==> config.mk <==
export PLATFORM = sky130hd
export DESIGN_NAME = keyed_six_bit_packer_codec
export DESIGN_NICKNAME = d
export VERILOG_FILES = /design/src/rtl/core/ksbpc_pkg.sv /design/src/rtl/core/keyed_six_bit_packer_codec.sv
export VERILOG_INCLUDE_DIRS = /design/src /design/src/rtl/core
export SDC_FILE = /design/constraint.sdc
export NUM_CORES = 1
export LEC_CHECK = 0
export BUFFER_PORTS_ARGS = -buffer_cell sky130_fd_sc_hd__buf_4
export CORE_MARGIN = 1
export CORE_UTILIZATION = 54
export CTS_CLUSTER_DIAMETER = 150
export DETAILED_ROUTE_END_ITERATION = 10
export GPL_ROUTABILITY_DRIVEN = 0
export GPL_TIMING_DRIVEN = 1
export PLACE_DENSITY = 0.84
export SYNTH_ARGS = -nofsm -noshare
export SYNTH_HDL_FRONTEND = slang
export SYNTH_SLANG_ARGS = --single-unit
==> constraint.sdc <==
create_clock -name i_clk -period 5.3 [get_ports i_clk]
set_input_delay 1.06 -clock i_clk [delete_from_list [all_inputs] [get_ports i_clk]]
set_output_delay 1.06 -clock i_clk [all_outputs]
set_load 0.01 [all_outputs]
==> src/rtl/core/keyed_six_bit_packer_codec_assert.svh <==
// assertion macros for the keyed six-bit packer codec
`ifndef KEYED_SIX_BIT_PACKER_CODEC_ASSERT_SVH
`define KEYED_SIX_BIT_PACKER_CODEC_ASSERT_SVH

// same-cycle implication, checked out of reset
`define KSB_ASSERT_SAME(lbl, ante, cons, msg) \
    lbl: assert property (@(posedge i_clk) disable iff (!i_rst_n) (ante) |-> (cons)) \
        else $error(msg);

// next-cycle implication, checked out of reset
`define KSB_ASSERT_NEXT(lbl, ante, cons, msg) \
    lbl: assert property (@(posedge i_clk) disable iff (!i_rst_n) (ante) |=> (cons)) \
        else $error(msg);

`endif

==> src/rtl/core/ksbpc_pkg.sv <==
// shared types, codes and offset functions of the keyed six-bit packer codec
package ksbpc_pkg;

    localparam int KEY_MAX   = 8;
    localparam int MAX_RES   = 2;
    localparam int RES_DEPTH = 4;
    localparam int RES_CNT_W = 3;

    localparam logic [1:0] CFG_KEY_MODE   = 2'd0;
    localparam logic [1:0] CFG_KEY_LENGTH = 2'd1;
    localparam logic [1:0] CFG_KEY_CHARS  = 2'd2;

    localparam logic [1:0] KEY_NONE = 2'd0;
    localparam logic [1:0] KEY_ADD  = 2'd1;
    localparam logic [1:0] KEY_SUB  = 2'd2;

    localparam logic FUNC_ENC = 1'b0;
    localparam logic FUNC_DEC = 1'b1;

    typedef struct packed {
        logic [7:0] data_out;
        logic       run_end;
        logic       message_end;
    } t_res;

    function automatic logic [5:0] offset_enc(logic [1:0] mode, logic [5:0] v, logic [5:0] k);
        logic [5:0] r;
        unique case (mode)
            KEY_ADD: r = v + k;
            KEY_SUB: r = v - k;
            default: r = v;
        endcase
        return r;
    endfunction

    function automatic logic [5:0] offset_dec(logic [1:0] mode, logic [5:0] v, logic [5:0] k);
        logic [5:0] r;
        unique case (mode)
            KEY_ADD: r = v - k;
            KEY_SUB: r = v + k;
            default: r = v;
        endcase
        return r;
    endfunction

endpackage

==> src/rtl/core/keyed_six_bit_packer_codec.sv <==
// keyed six-bit packer codec: top level with datapath and result buffer
//
// Input words arrive on the s_axis channel: tdata carries a byte to encode or a
// symbol index to decode, tuser selects encode (0) or decode (1), tlast marks the
// last word of a message and flushes nonzero leftover bits. Results leave on the
// m_axis channel: tdata is a symbol index or a decoded byte, tuser flags the last
// result of its input word, tlast the last result of a message.
// Each input word is worked in the cycle it is accepted; its zero, one or two
// results go into a four-entry buffer, and if no older one waits the first
// shows on m_axis in the next cycle. The buffer drains one result per cycle
// while the receiver is ready, so words with one result sustain one word per
// cycle; two-result words (every third encode byte or a flush) fill the buffer.
// s_axis_tready is high while the buffer holds at most two results, so a new word
// is taken while earlier results still wait; a stalled receiver fills the buffer
// and then holds off the sender.
// The user writes key registers via the cfg port only while idle; not enforced.
// Reset (synchronous, active low) empties the buffer, zeroes the packer state and
// loads key mode none, key length one and an all-zero key.
module keyed_six_bit_packer_codec (
    input  logic        i_clk,
    input  logic        i_rst_n,
    input  logic        i_cfg_wr_en,
    input  logic [1:0]  i_cfg_index,
    input  logic [63:0] i_cfg_data,
    input  logic        s_axis_tvalid,
    output logic        s_axis_tready,
    input  logic [7:0]  s_axis_tdata,  // data_in
    input  logic        s_axis_tuser,  // func
    input  logic        s_axis_tlast,  // final_item
    output logic        m_axis_tvalid,
    input  logic        m_axis_tready,
    output logic [7:0]  m_axis_tdata,  // data_out
    output logic        m_axis_tuser,  // run_end
    output logic        m_axis_tlast   // message_end
);
    import ksbpc_pkg::*;

    logic [1:0]  r_key_mode;
    logic [3:0]  r_key_length;
    logic [63:0] r_key_chars;

    logic [5:0] r_pend, n_pend;
    logic [1:0] r_gp, n_gp;
    logic [2:0] r_kp, n_kp;

    t_res                 r_buf [RES_DEPTH];
    t_res                 n_buf [RES_DEPTH];
    logic [RES_CNT_W-1:0] r_cnt, n_cnt;

    logic       push, pop;
    logic [3:0] eff_len;
    logic [3:0] kp_inc0, kp_inc1;
    logic [2:0] kp1, kp2;
    logic [5:0] k0, k1;
    logic [1:0] pe;
    logic [11:0] enc_dw, dec_dw;
    logic [5:0] dec_s;
    logic [7:0] val0, val1;
    logic [1:0] n_res;
    logic [RES_CNT_W-1:0] base;
    logic [1:0] wr_idx;

    assign push = s_axis_tvalid & s_axis_tready;
    assign pop  = m_axis_tvalid & m_axis_tready;

    assign s_axis_tready = (r_cnt <= RES_CNT_W'(RES_DEPTH - MAX_RES));
    assign m_axis_tvalid = (r_cnt != '0);
    assign m_axis_tdata  = r_buf[0].data_out;
    assign m_axis_tuser  = r_buf[0].run_end;
    assign m_axis_tlast  = r_buf[0].message_end;

    // key position walk and key characters
    always_comb begin
        if (r_key_length == 4'd0) begin
            eff_len = 4'd1;
        end else if (r_key_length > 4'(KEY_MAX)) begin
            eff_len = 4'(KEY_MAX);
        end else begin
            eff_len = r_key_length;
        end
        kp_inc0 = {1'b0, r_kp} + 4'd1;
        kp1     = (kp_inc0 >= eff_len) ? 3'd0 : kp_inc0[2:0];
        kp_inc1 = {1'b0, kp1} + 4'd1;
        kp2     = (kp_inc1 >= eff_len) ? 3'd0 : kp_inc1[2:0];
        k0      = r_key_chars[{r_kp, 3'b000} +: 6];
        k1      = r_key_chars[{kp1, 3'b000} +: 6];
    end

    // packing datapath
    always_comb begin
        pe     = (r_gp == 2'd3) ? 2'd0 : r_gp;
        enc_dw = {6'b0, r_pend} | ({4'b0, s_axis_tdata} << {pe, 1'b0});
        dec_s  = offset_dec(r_key_mode, s_axis_tdata[5:0], k0);
        dec_dw = {6'b0, r_pend} | ({6'b0, dec_s} << (4'd8 - {1'b0, r_gp, 1'b0}));

        val0   = '0;
        val1   = '0;
        n_res  = 2'd0;
        n_pend = r_pend;
        n_gp   = r_gp;
        n_kp   = kp1;

        if (s_axis_tuser == FUNC_ENC) begin
            val0  = {2'b0, offset_enc(r_key_mode, enc_dw[5:0], k0)};
            val1  = {2'b0, offset_enc(r_key_mode, enc_dw[11:6], k1)};
            n_res = 2'd1;
            if (pe == 2'd2) begin
                n_res  = 2'd2;
                n_kp   = kp2;
                n_pend = '0;
                n_gp   = 2'd0;
            end else begin
                n_pend = enc_dw[11:6];
                n_gp   = pe + 2'd1;
                if (s_axis_tlast && (enc_dw[11:6] != 6'd0)) begin
                    n_res = 2'd2;
                end
            end
        end else begin
            n_gp = r_gp + 2'd1;
            if (r_gp == 2'd0) begin
                n_pend = dec_s;
                val0   = {2'b0, dec_s};
                if (s_axis_tlast && (dec_s != 6'd0)) begin
                    n_res = 2'd1;
                end
            end else begin
                n_pend = {2'b0, dec_dw[11:8]};
                val0   = dec_dw[7:0];
                val1   = {4'b0, dec_dw[11:8]};
                n_res  = 2'd1;
                if (s_axis_tlast && (dec_dw[11:8] != 4'd0)) begin
                    n_res = 2'd2;
                end
            end
        end

        if (s_axis_tlast) begin
            n_pend = '0;
            n_gp   = '0;
            n_kp   = '0;
        end
    end

    // result buffer, head at entry zero
    always_comb begin
        n_buf  = r_buf;
        base   = r_cnt;
        wr_idx = '0;
        if (pop) begin
            for (int i = 0; i < RES_DEPTH - 1; i++) begin
                n_buf[i] = r_buf[i + 1];
            end
            base = r_cnt - RES_CNT_W'(1);
        end
        n_cnt = base;
        if (push) begin
            wr_idx = base[1:0];
            if (n_res != 2'd0) begin
                n_buf[wr_idx] = '{data_out: val0, run_end: (n_res == 2'd1),
                                  message_end: (n_res == 2'd1) && s_axis_tlast};
            end
            if (n_res == 2'd2) begin
                n_buf[wr_idx + 2'd1] = '{data_out: val1, run_end: 1'b1,
                                         message_end: s_axis_tlast};
            end
            n_cnt = base + RES_CNT_W'(n_res);
        end
    end

    always_ff @(posedge i_clk) begin
        if (!i_rst_n) begin
            r_key_mode   <= KEY_NONE;
            r_key_length <= 4'd1;
            r_key_chars  <= '0;
            r_pend       <= '0;
            r_gp         <= '0;
            r_kp         <= '0;
            r_cnt        <= '0;
        end else begin
            if (i_cfg_wr_en) begin
                unique case (i_cfg_index)
                    CFG_KEY_MODE:   r_key_mode   <= i_cfg_data[1:0];
                    CFG_KEY_LENGTH: r_key_length <= i_cfg_data[3:0];
                    CFG_KEY_CHARS:  r_key_chars  <= i_cfg_data;
                    default: ;
                endcase
            end
            if (push) begin
                r_pend <= n_pend;
                r_gp   <= n_gp;
                r_kp   <= n_kp;
            end
            r_cnt <= n_cnt;
        end
    end

    always_ff @(posedge i_clk) begin
        r_buf <= n_buf;
    end

`include "keyed_six_bit_packer_codec_assert.svh"

    `KSB_ASSERT_SAME(a_msg_end_is_run_end, m_axis_tvalid && m_axis_tlast, m_axis_tuser,
        "message end without run end")
    `KSB_ASSERT_NEXT(a_final_clears_state, push && s_axis_tlast,
        (r_pend == 6'd0) && (r_gp == 2'd0) && (r_kp == 3'd0),
        "final word left state behind")
    `KSB_ASSERT_NEXT(a_enc_third_byte_two,
        push && (s_axis_tuser == FUNC_ENC) && (r_gp == 2'd2),
        r_cnt == $past(r_cnt) + RES_CNT_W'(2) - RES_CNT_W'($past(pop)),
        "third byte did not give two symbols")
    `KSB_ASSERT_SAME(a_no_overfill, push,
        r_cnt + RES_CNT_W'(n_res) <= RES_CNT_W'(RES_DEPTH),
        "result buffer overfilled")

endmodule
# After elaboration in Yosys (flattened, before gate mapping)
# Cells that the tools add are included.
[word_totals]
wordCells = 117
regBits = 124
[op_classes]
order_cmp = 8
n_mux = 41
n_reduce_logical = 17
eq_ne = 8
shift = 4
addsub = 14
n_bitwise = 6
[op_table]
columns = ["cell", "n"]
rows = [
  ["40-bit two-way mux", 4],
  ["64-bit by 7-bit indexed part select with 6-bit output", 2],
  ["40-bit bitwise mux", 2],
  ["10-bit demux with 2-bit select", 2],
  ["6-bit case mux with 2 select lines", 3],
  ["30-bit two-way mux", 1],
  ["6-bit two-way mux", 5],
  ["6-bit by 12-bit bitwise OR with 12-bit output", 2],
  ["3-bit two-way mux", 7],
  ["10-bit two-way mux", 2],
  ["6-bit adder", 3],
  ["2-bit two-way mux", 9],
  ["6-bit subtractor", 3],
  ["8-bit two-way mux", 2],
  ["4-bit two-way mux", 3],
  ["6-bit nonzero test", 2],
  ["6-bit by 4-bit << shifter with 12-bit output", 1],
  ["8-bit by 3-bit << shifter with 12-bit output", 1],
  ["2-bit == test (second input constant)", 5],
  ["3-bit by 1-bit adder with 4-bit output (second input constant)", 2],
  ["4-bit >= comparator", 2],
  ["2-bit by 1-bit adder with 2-bit output (second input constant)", 3],
  ["2-bit by 1-bit == test with 1-bit output (second input constant)", 3],
  ["3-bit >= comparator (second input constant)", 2],
  ["other kinds (16)", 27],
]

# Depth between registers and ports, before layout
# Gate-level depths: netlist of the first run.
[logic_depth]
ltp_word = 18
mapped_depth = 27

# Worst setup path before layout of the first run
# No wires, ideal clock.
[synth_timing]
path_kind = "register to register"
startpoint = "register r_kp[0]"
endpoint = "register r_buf[7] in the netlist's numbering (data pin)"
required_time_ns = 5.030
path_buffers = 4
setup_slack_ns = -0.389
stages_incl_launch_ff = 26
t_arrival_ns = 5.420
path_cell_list = "dfxtp_1 -> buf_6 -> buf_6 -> clkbuf_1 -> buf_1 -> and3_1 -> ha_1 -> o21a_1 -> a211o_1 -> o41ai_1 -> nand2_1 -> ha_1 -> nor2_1 -> a21oi_1 -> inv_1 -> ha_1 -> nor2b_1 -> o21ai_0 -> a21boi_0 -> o21ai_0 -> nand2b_1 -> xnor2_1 -> and4_1 -> mux2_2 -> nor3_1 -> o2bb2ai_1"
[synth_via]
elab_chain_cells = 15
elab_cells_between_ends = 34
[synth_rtl]
columns = ["item", "line", "source"]
rows = [
  ["from (decl)", "keyed_six_bit_packer_codec.sv:44", "logic [2:0] r_kp, n_kp;"],
  ["from (signal assigned)", "keyed_six_bit_packer_codec.sv:192", "r_kp <= n_kp;"],
  ["64-bit by 7-bit indexed part select with 6-bit output", "keyed_six_bit_packer_codec.sv:85", "k0 = r_key_chars[{r_kp, 3'b000} +: 6];"],
  ["6-bit adder or 6-bit subtractor (tied branches)", "ksbpc_pkg.sv:40, ksbpc_pkg.sv:39", ""],
  ["6-bit case mux with 2 select lines", "ksbpc_pkg.sv:38", "unique case (mode)"],
  ["6-bit by 4-bit << shifter with 12-bit output", "keyed_six_bit_packer_codec.sv:94", "dec_dw = {6'b0, r_pend} | ({6'b0, dec_s} << (4'd8 - {1'b0, r_gp, 1'b0}));"],
  ["6-bit by 12-bit bitwise OR with 12-bit output", "keyed_six_bit_packer_codec.sv:94", ""],
  ["4-bit nonzero test", "keyed_six_bit_packer_codec.sv:132", "if (s_axis_tlast && (dec_dw[11:8] != 4'd0)) begin"],
  ["1-bit logical AND", "keyed_six_bit_packer_codec.sv:132", ""],
  ["2-bit two-way mux", "keyed_six_bit_packer_codec.sv:132", ""],
  ["2-bit two-way mux", "keyed_six_bit_packer_codec.sv:121", "if (r_gp == 2'd0) begin"],
  ["2-bit two-way mux", "keyed_six_bit_packer_codec.sv:103", "if (s_axis_tuser == FUNC_ENC) begin"],
  ["2-bit nonzero test", "keyed_six_bit_packer_codec.sv:159", "if (n_res != 2'd0) begin"],
  ["40-bit two-way mux", "keyed_six_bit_packer_codec.sv:159", ""],
  ["40-bit two-way mux", "keyed_six_bit_packer_codec.sv:157", "if (push) begin"],
  ["40-bit bitwise mux", "keyed_six_bit_packer_codec.sv:164", "n_buf[wr_idx + 2'd1] = '{data_out: val1, run_end: 1'b1,"],
  ["40-bit two-way mux (*)", "keyed_six_bit_packer_codec.sv:163", "if (n_res == 2'd2) begin"],
  ["to (signal assigned)", "keyed_six_bit_packer_codec.sv:199", "r_buf <= n_buf;"],
  ["to (decl)", "keyed_six_bit_packer_codec.sv:46", "t_res r_buf [RES_DEPTH];"],
]
# Every way passes the cells marked *; elsewhere a longest branch is shown, timed or not. The select of a mux whose other input is x is not followed.
# A chain may end at the register's enable or synchronous reset.

==> flow_metrics.tcl, run 1 <==
set metrics [dict create \
    finalPower_w 0.00387 \
    die_w_um 124 \
    slew_headroom_pct 28.6 \
    fin_crit_sh_pct 101 \
    cp-end-kind "flop" \
    power_leakage_nw 3.78 \
    placed_area_mm2 0.00884 \
    crit_fanout 6 \
    synth_cell_types 83 \
    syn_area_mm2 0.00799 \
    start_util_pct 55.2 \
    root_buffer "clkbuf_16" \
    hold_viol 0 \
    violations "negative setup slack" \
    ff2ff_path_depth 26 \
    grt_max_degree 69 \
    antenna_found_initial 0 \
    grt_pass1_vias 7007 \
    row_count 44 \
    postLayoutCoreUtil_pct 64.0 \
    grt.overflow.total 0 \
    synthAdderAreaFrac_pct 6.79 \
    routed_via_density 6.34 \
    fin_skew_ps 13.6 \
    maxCapViolCount 0 \
    drc 0 \
    clk_latency_ps 370 \
    postSynthAreaPerCell_um2 8.24 \
    synth-seq-cells 108 \
    n_fill_cell 1171 \
    wl_per_cell_um 17.7 \
    synth-seq-area-share_pct 28.3 \
    diodes 0 \
    timing.hold.ws_ps 491 \
    grt_use_total_pct 28.6 \
    vias 7769 \
    min_path_type "flop to flop" \
    hold_buffers 0 \
    cts_buffers 9 \
    port_buffers 76 \
    area.growth.synth_to_final_pct 16.0 \
    cts_tree "yes" \
    placedCellCount 1206 \
    drive_gt1_share_pct 19.0 \
    final_max_slew_viol_count 0 \
    synthArstFlopShare_pct 0 \
    synthSimpleGateAreaFrac_pct 18.8 \
    muxShareOfSynthArea_pct 13.4 \
    cts.htree.levels 3 \
    cp_data_arrival_time_ps 5630 \
    syn_inst 970 \
    hpwl_um 15800 \
    syn_nets 1092 \
    cellPowerDensity_mw_per_mm2 418 \
    tightestPinTransition_ps 1060 \
    setup_viol 1 \
    synth_top_family_by_area "compound AO/OA/AOI/OAI gates" \
    setup_ws_ps -36.5 \
    drtAntennaViolNets 0 \
    drtIter0Drc 851 \
    reg2reg_to "r_buf[27]$_DFF_P_" \
    fmax_ghz 0.187 \
    crit_start "r_kp[0]$_SDFFE_PN0P_" \
    io_pins 93 \
    yosys_most_used_dff "dfxtp_1" \
    synth_edf_count 10 \
    multiInputGateArea_mm2 0.00534 \
    fin_crit_ps 5340 \
    irDropWorstVdd_mv 0.238 \
    die_h_um 124 \
    numClockSinks 108 \
    final_cell_area_mm2 0.00927 \
    yosys.area_share.xor_xnor_pct 2.74 \
    r2r_start "r_kp[0]$_SDFFE_PN0P_" \
    stdcell_count 1226 \
    drt_pass1_iterations 5 \
    core_mm2 0.0145 \
    cp-start-kind "flop" \
    crit_required_ps 5590 \
    endpoint "r_buf[27]$_DFF_P_" \
    die_area_mm2 0.0153 \
    r2r_setup_slack_ps -40 \
    grt_pass1_wl_um 34100 \
    worstSetupPathType "flop to flop" \
    area.sequential_mm2 0.00226 \
    grt_setup_unrepaired "true" \
    clk_path_buf_depth 2 \
    synth_compound_area_share_pct 23.8 \
    clk_pin_slew_worst_paths_ps 90 \
    outcome "complete, but fails checks" \
    routed_wl_um 21700 \
    yosysWarnings 0 \
    fin_nets 1159 \
]
==> metrics by stage <==
stage,TNS [ps],setup slack (ps)
floorplan,0,5.31
global placement,0,166
detailed placement,-15.7,-15.7
CTS,0,14.4
global route,-859,-236
finish,-36.5,-36.5
==> placed cells by master (no fill, tap or decap), types with 4 or more instances in the layout <==
cell type / count
clkbuf_16: 9
or3_1: 4
a22oi_1: 8
a31oi_1: 11
nand2_1: 172
buf_4: 119
edfxtp_1: 10
o221ai_1: 6
xor2_1: 7
ha_1: 36
nand3_1: 16
and2_1: 7
a211o_1: 5
nor2_1: 54
nor3_1: 13
a21boi_0: 52
mux2i_1: 61
o22ai_1: 17
mux2_2: 13
inv_1: 40
nor2b_1: 17
a221oi_1: 4
dfxtp_1: 97
o211ai_1: 6
nand2b_1: 7
and3_1: 11
fa_1: 4
a21oi_1: 49
a32oi_1: 6
xnor2_1: 12
a211oi_1: 14
o21ai_0: 28
mux4_2: 13
a21o_1: 6
o21ai_1: 6
o2bb2ai_1: 4
==> power breakdown <==
group | total, W | switching (W) | internal, W
Combinational | 0.00202 | 0.00114 | 0.000883
Clock | 0.000706 | 0.000365 | 0.000341
Sequential | 0.00115 | 0.000114 | 0.00104
==> critical path: stages (launching register included) <==
cell and delay [ps]:
dfxtp_2 350, ha_1 230, xnor2_2 210, clkinv_2 90
ha_2 340, o21ai_0 150, o21ai_1 240, inv_1 150
and3_1 200, o41ai_4 310, nand2_1 150, ha_1 300
nor2_1 50, a21oi_2 140, inv_1 60, ha_1 260
nor2b_1 140, o21ai_2 170, a21boi_1 110, o21ai_1 180
nand2b_1 140, xnor2_2 200, or4b_4 510, o311ai_2 100
nor3_2 90, buf_4 170, a221oi_2 220
==> cells by family after synthesis <==
family / count (synthesis)
buffers and inverters: 111
multiplexers: 89
AO/OA/AOI/OAI: 271
XOR/XNOR: 22
flip-flops: 108
AND/OR/NAND/NOR: 328
adder cells (fa/ha/maj): 41
==> flip-flops by register name, summed over array words and instances, names as in the netlist <==
name          flops
m_axis_tdata      8
m_axis_tlast      1
m_axis_tuser      1
r_buf            30
r_cnt             3
r_gp              2
r_key_chars      48
r_key_length      4
r_key_mode        2
r_kp              3
r_pend            6
==> metal layers <==
| metal | GRT usage [%] | up-vias | share of wire [%] |
|---|---|---|---|
| li1 | - | 3649 | - |
| met1 | 38.5 | 3649 | 43 |
| met2 | 44.6 | 402 | 46 |
| met3 | 5.59 | 69 | 8.5 |
| met4 | 12.2 | 0 | 3.4 |
| met5 | 0 | - | 0 |
==> Yosys cell counts (all sizes together) (16+ instances only) <==
| cell | n | share of area (%) |
|---|---|---|
| nand3 | 18 | 1.4 |
| a21oi | 52 | 3.3 |
| dfxtp | 98 | 25 |
| nor2 | 54 | 2.5 |
| ha | 37 | 5.8 |
| mux2i | 62 | 7.8 |
| o22ai | 17 | 1.3 |
| o21ai | 35 | 2.2 |
| nor2b | 17 | 1.3 |
| clkbuf | 41 | 1.9 |
| a211oi | 16 | 1.6 |
| nand2 | 173 | 8.2 |
| inv | 42 | 2.0 |
| a21boi | 54 | 5.1 |
| buf | 25 | 2.1 |
==> worst min-delay path by stage <==
stage	start	endpoint	slack, ps	cells past startpoint
floorplan	r_key_length[0]$_SDFFE_PN1P_	r_key_length[0]$_SDFFE_PN1P_	450	2
global placement	r_key_chars[56]$_SDFFE_PN0P_	r_key_chars[56]$_SDFFE_PN0P_	460	2
detailed placement	r_key_length[0]$_SDFFE_PN1P_	r_key_length[0]$_SDFFE_PN1P_	470	2
CTS	r_key_length[0]$_SDFFE_PN1P_	r_key_length[0]$_SDFFE_PN1P_	490	2
global route	r_key_chars[18]$_SDFFE_PN0P_	r_key_chars[18]$_SDFFE_PN0P_	510	2
finish	r_key_chars[58]$_SDFFE_PN0P_	r_key_chars[58]$_SDFFE_PN0P_	490	2
==> cell type report <==
| type | count | area share (%) |
|---|---|---|
| Multi-Input combinational cell | 751 | 57.6 |
| Sequential cell | 108 | 24.4 |
| Tap cell | 184 | 2.48 |
| Clock buffer | 9 | 2.43 |
| Inverter | 45 | 1.86 |
| Clock inverter | 7 | 0.931 |
| Timing Repair Buffer | 122 | 10.3 |
==> what timing repair did <==
item,in CTS,in global routing
pin swaps,1,8
setup endpoints to repair,3,39
buffers inserted,1,3
resized for setup,2,23
No activity file was read; power rests on OpenSTA's default activity.
==> run 2, diff against run 1 <==
--- a/config.mk
+++ b/config.mk
@@ -7,13 +7,14 @@
 export NUM_CORES = 1
 export LEC_CHECK = 0
 export BUFFER_PORTS_ARGS = -buffer_cell sky130_fd_sc_hd__buf_4
+export CAP_MARGIN = 40
 export CORE_MARGIN = 1
-export CORE_UTILIZATION = 54
+export CORE_UTILIZATION = 50
 export CTS_CLUSTER_DIAMETER = 150
 export DETAILED_ROUTE_END_ITERATION = 10
 export GPL_ROUTABILITY_DRIVEN = 0
 export GPL_TIMING_DRIVEN = 1
-export PLACE_DENSITY = 0.84
+export PLACE_DENSITY = 0.79
 export SYNTH_ARGS = -nofsm -noshare
 export SYNTH_HDL_FRONTEND = slang
 export SYNTH_SLANG_ARGS = --single-unit
==> flow_metrics.tcl, run 2 (synthesis results as in run 1) <==
set metrics [dict create \
    outcome "complete, no violations" \
    routed_via_density 6.01 \
    cellPowerDensity_mw_per_mm2 415 \
    cp-end-kind "flop" \
    row_count 45 \
    io_pins 93 \
    cp_data_arrival_time_ps 5440 \
    finalPower_w 0.00394 \
    drtAntennaViolNets 0 \
    slew_headroom_pct 46.8 \
    numClockSinks 108 \
    clk_latency_ps 370 \
    drive_gt1_share_pct 21.1 \
    grt.overflow.total 0 \
    final_cell_area_mm2 0.00947 \
    port_buffers 76 \
    setup_viol 0 \
    cts_tree "yes" \
    final_common_cell "nand2_1" \
    final_max_slew_viol_count 0 \
    setup_ws_ps 141 \
    wl_per_cell_um 17.1 \
    worstSetupPathType "flop to flop" \
    placed_area_mm2 0.00892 \
    antenna_found_initial 0 \
    path_delay_family "compound AO/OA/AOI/OAI gates" \
    maxCapViolCount 0 \
    fin_crit_ps 5160 \
    diodes 0 \
    grt_use_total_pct 26.2 \
    clk_path_buf_depth 2 \
    drc 0 \
    cpPeakStageDelay_ps 570 \
    die_h_um 128 \
    routed_wl_um 21700 \
    grt_max_degree 69 \
    top_register "r_key_chars" \
    fin_nets 1174 \
    root_buffer "clkbuf_16" \
    grt_pass1_wl_um 34300 \
    largest_reg_flops 48 \
    area.growth.synth_to_final_pct 18.5 \
    fin_skew_ps 12.0 \
    drt_pass1_iterations 5 \
    fin_crit_sh_pct 97.3 \
    critical_path_buf_inv_count 3 \
    core_mm2 0.0154 \
    irDropWorstVdd_mv 0.209 \
    hold_buffers 0 \
    postLayoutCoreUtil_pct 61.4 \
    crit_fanout 7 \
    clk_pin_slew_worst_paths_ps 90 \
    tightestPinTransition_ps 792 \
    die_w_um 128 \
    grt_pass1_vias 6919 \
    cp-start-kind "flop" \
    hpwl_um 15900 \
    worst_path_max_delay_cell "or4b_4" \
    hold_viol 0 \
    vias 7625 \
    crit_required_ps 5590 \
    start_util_pct 51.8 \
    drtIter0Drc 779 \
    layout_common_cells "nand2_1 (171), buf_4 (134), dfxtp_1 (96), mux2i_1 (59), nor2_1 (53)" \
    finalSetupTns_ps 0 \
    cts_buffers 9 \
    cts.htree.levels 3 \
    power_leakage_nw 3.86 \
    die_area_mm2 0.0165 \
    place_ws_ps -41.7 \
    fmax_ghz 0.194 \
    min_path_type "flop to flop" \
]
==> run 2: final cells by class <==
cell class	instances	area, um2
Clock inverter	7	91.3
Timing Repair Buffer	137	1060
Sequential cell	108	2270
Multi-Input combinational cell	751	5390
Fill cell	1375	5960
Inverter	45	173
Tap cell	211	264
Clock buffer	9	225
==> run 2: timing repair <==
action	CTS	global route
gates cloned	0	0
setup endpoints to repair	4	15
buffers inserted	0	12
pin swaps	0	18
resized for setup	2	35
hold endpoints to repair	0	0
==> run 2: worst reg2reg max path, delay by kind of cell, from the launching register on <==
family | cells | cell delay (ps)
AOI/OAI and AO/OA | 9 | 1670
and+or+nand+nor | 11 | 1600
buffers and inverters | 3 | 380
adders and majority gates | 3 | 860
xor gates and xnor gates | 1 | 190
DFF | 1 | 370
==> run 2: final timing paths <==
path                                     start                      endpoint  slack, ps  cells after the start
hold / removal    r_key_chars[16]$_SDFFE_PN0P_  r_key_chars[16]$_SDFFE_PN0P_        490                      2
setup reg to reg  r_key_length[2]$_SDFFE_PN0P_             r_buf[27]$_DFF_P_        140                     27
setup / recovery  r_key_length[2]$_SDFFE_PN0P_             r_buf[27]$_DFF_P_        140                     27
hold reg to reg   r_key_chars[16]$_SDFFE_PN0P_  r_key_chars[16]$_SDFFE_PN0P_        490                      2
==> run 2: stage by stage <==
stage | hold WS (ps) | cells
detailed placement | 474 | 1240
CTS | 491 | 1256
floorplan | 445 | 970
finish | 486 | 1268
global placement | 463 | 1239
global route | 517 | 1268
==> run 2: report_power, final <==
part           leakage (nW)  internal (W)  switching [W]  total [W]
registers             0.902       0.00103       0.000113    0.00115
clock network         0.155      0.000346       0.000370   0.000716
logic                  2.81      0.000927        0.00114    0.00207
total                  3.86       0.00231        0.00163    0.00394
==> run 2: layer usage <==
metal  track usage (%)  routed length, um  vias up  share of wire (%)
met1              35.5               9510     3569                 44
met2              41.5              10000      326                 46
li1                  -                  -     3674                  -
met3              4.20               1580       56                7.3
met5                 0                  0        -                  0
met4              10.9                609        0                2.8
==> run 3, diff against run 2 <==
--- a/config.mk
+++ b/config.mk
@@ -8,6 +8,7 @@
 export LEC_CHECK = 0
 export BUFFER_PORTS_ARGS = -buffer_cell sky130_fd_sc_hd__buf_4
 export CAP_MARGIN = 40
+export CORE_ASPECT_RATIO = 1.4
 export CORE_MARGIN = 1
 export CORE_UTILIZATION = 50
 export CTS_CLUSTER_DIAMETER = 150
==> flow_metrics.tcl, run 3 (synthesis results as in run 1) <==
set metrics [dict create \
    multiInputGateArea_mm2 0.00534 \
    crit_fanout 9 \
    drive_gt1_share_pct 19.6 \
    fin_nets 1167 \
    critical_path_buf_inv_count 2 \
    grt_use_total_pct 26.9 \
    switching_share_pct 41.3 \
    cts_buffers 9 \
    layout_common_cells "nand2_1 (172), buf_4 (130), dfxtp_1 (98), mux2i_1 (59), nor2_1 (54)" \
    cp-start-kind "flop" \
    antenna_found_initial 0 \
    grt_max_degree 69 \
    comb_power_share_pct 52.2 \
    top_register "r_key_chars" \
    io_pins 93 \
    clk_pin_slew_worst_paths_ps 80 \
    tightestPinTransition_ps 795 \
    root_buffer "clkbuf_16" \
    die_w_um 109 \
    grtUsageMet2_pct 47.2 \
    area.sequential_mm2 0.00226 \
    area.growth.synth_to_final_pct 16.4 \
    use_met1_pct 29.2 \
    wl_per_cell_um 17.4 \
    place_ws_ps 27.8 \
    clk_path_buf_depth 2 \
    cpPeakStageDelay_ps 530 \
    drtAntennaViolNets 0 \
    busiest_layer "met2" \
    path_cells "buf_4, mux4_2, mux2i_2, ha_1, nor2_1, a21oi_2, buf_4, ha_1, a211oi_2, o21bai_1, a21oi_1, xnor2_2, xnor2_4, nand2_2, a211o_1, a21o_1, and2_1, ha_1, fa_1, nand2_1, o21ai_0, and2_1" \
    vias 7603 \
    netSwitchingPower_w 0.00159 \
    p_int_w 0.00226 \
    core_mm2 0.0156 \
    start_util_pct 51.2 \
    routed_via_density 6.10 \
    maxCapViolCount 0 \
    setup_viol 0 \
    finalSetupTns_ps 0 \
    cellPowerDensity_mw_per_mm2 414 \
    routed_wl_um 21700 \
    path_delay_family "compound AO/OA/AOI/OAI gates" \
    drc 0 \
    crit_path_frequent_cell "ha_1" \
    final_common_cell "nand2_1" \
    fin_crit_ps 5080 \
    drtIter0Drc 562 \
    clk_latency_ps 380 \
    die_area_mm2 0.0165 \
    cts.htree.levels 3 \
    outcome "complete, no violations" \
    irDropWorstVdd_mv 0.497 \
    min_path_type "flop to flop" \
    crit_required_ps 5570 \
    hold_buffers 0 \
    numClockSinks 108 \
    worst_path_max_delay_cell "mux4_2" \
    slew_headroom_pct 46.6 \
    hold_viol 0 \
    grt.overflow.total 0 \
    setup_ws_ps 224 \
    cts_tree "yes" \
    fin_skew_ps 8.89 \
    n_fill_cell 1401 \
    row_count 54 \
    hpwl_um 16200 \
    grt_pass1_vias 7231 \
    cp_data_arrival_time_ps 5350 \
    fin_crit_sh_pct 95.8 \
    final_max_slew_viol_count 0 \
    power_leakage_nw 3.80 \
    placedCellCount 1229 \
    stdcell_count 1246 \
    port_buffers 76 \
    cp-end-kind "flop" \
    postLayoutCoreUtil_pct 59.6 \
    grt_util_met3_pct 4.28 \
    clkPwrFrac_pct 18.2 \
    worstSetupPathType "flop to flop" \
    drt_pass1_iterations 5 \
    die_h_um 152 \
    diodes 0 \
    seq_power_share_pct 29.6 \
    fmax_ghz 0.197 \
    grt_pass1_wl_um 34700 \
    largest_reg_flops 48 \
    grt_setup_unrepaired "false" \
]
[run 3: what timing repair did]
item | in CTS | in global routing
setup endpoints to repair | 2 | 33
gates cloned | 0 | 0
gates resized for setup | 2 | 21
pin swaps | 0 | 3
setup buffers | 0 | 1
[run 3: worst paths after layout]
path	end	depth (start not counted)	slack (ps)	from
worst max-delay path	r_cnt[1]$_SDFF_PN0_	22	220	r_kp[1]$_SDFFE_PN0P_
worst min-delay path	r_key_chars[56]$_SDFFE_PN0P_	2	490	r_key_chars[56]$_SDFFE_PN0P_
worst max register to register	r_cnt[1]$_SDFF_PN0_	22	220	r_kp[1]$_SDFFE_PN0P_
worst min register to register	r_key_chars[56]$_SDFFE_PN0P_	2	490	r_key_chars[56]$_SDFFE_PN0P_
[run 3: power groups by stage]
stage / sequential, W / combinational (W) / clock [W]
5_1_grt: 0.00116 / 0.00219 / 0.000735
4_1_cts: 0.00114 / 0.00195 / 0.000707
2_1_floorplan: 0.00112 / 0.00146 / 0
3_5_place_dp: 0.00115 / 0.00194 / 0
3_3_place_gp: 0.00115 / 0.00188 / 0
6_report: 0.00114 / 0.00201 / 0.000702
[run 3: worst min-delay path, stage by stage, from the launching register on]
cell,delay (ps)
dfxtp_1,330
nand2_1,50
a21boi_0,60
[run 3: final cells by class]
class                           count  area share [%]
Inverter                           45            1.86
Timing Repair Buffer              130            10.5
Multi-Input combinational cell    751            57.4
Tap cell                          196            2.64
Clock inverter                      7           0.821
Sequential cell                   108            24.3
Clock buffer                        9            2.42
[run 3: routing by layer]
layer | part of all wire, % | up-vias | wire length, um
met5 | 0 | - | 0
met4 | 6.6 | 0 | 1420
met3 | 4.4 | 92 | 959
met2 | 50 | 288 | 10800
met1 | 39 | 3565 | 8510
li1 | - | 3658 | -
[run 3: metrics by stage]
stage | power, W | hold WS, ps | area [um2]
floorplan | 0.00259 | 445 | 8010
global placement | 0.00303 | 464 | 8900
detailed placement | 0.00309 | 473 | 8900
CTS | 0.00379 | 489 | 9210
global route | 0.00409 | 507 | 9300
finish | 0.00385 | 487 | 9300
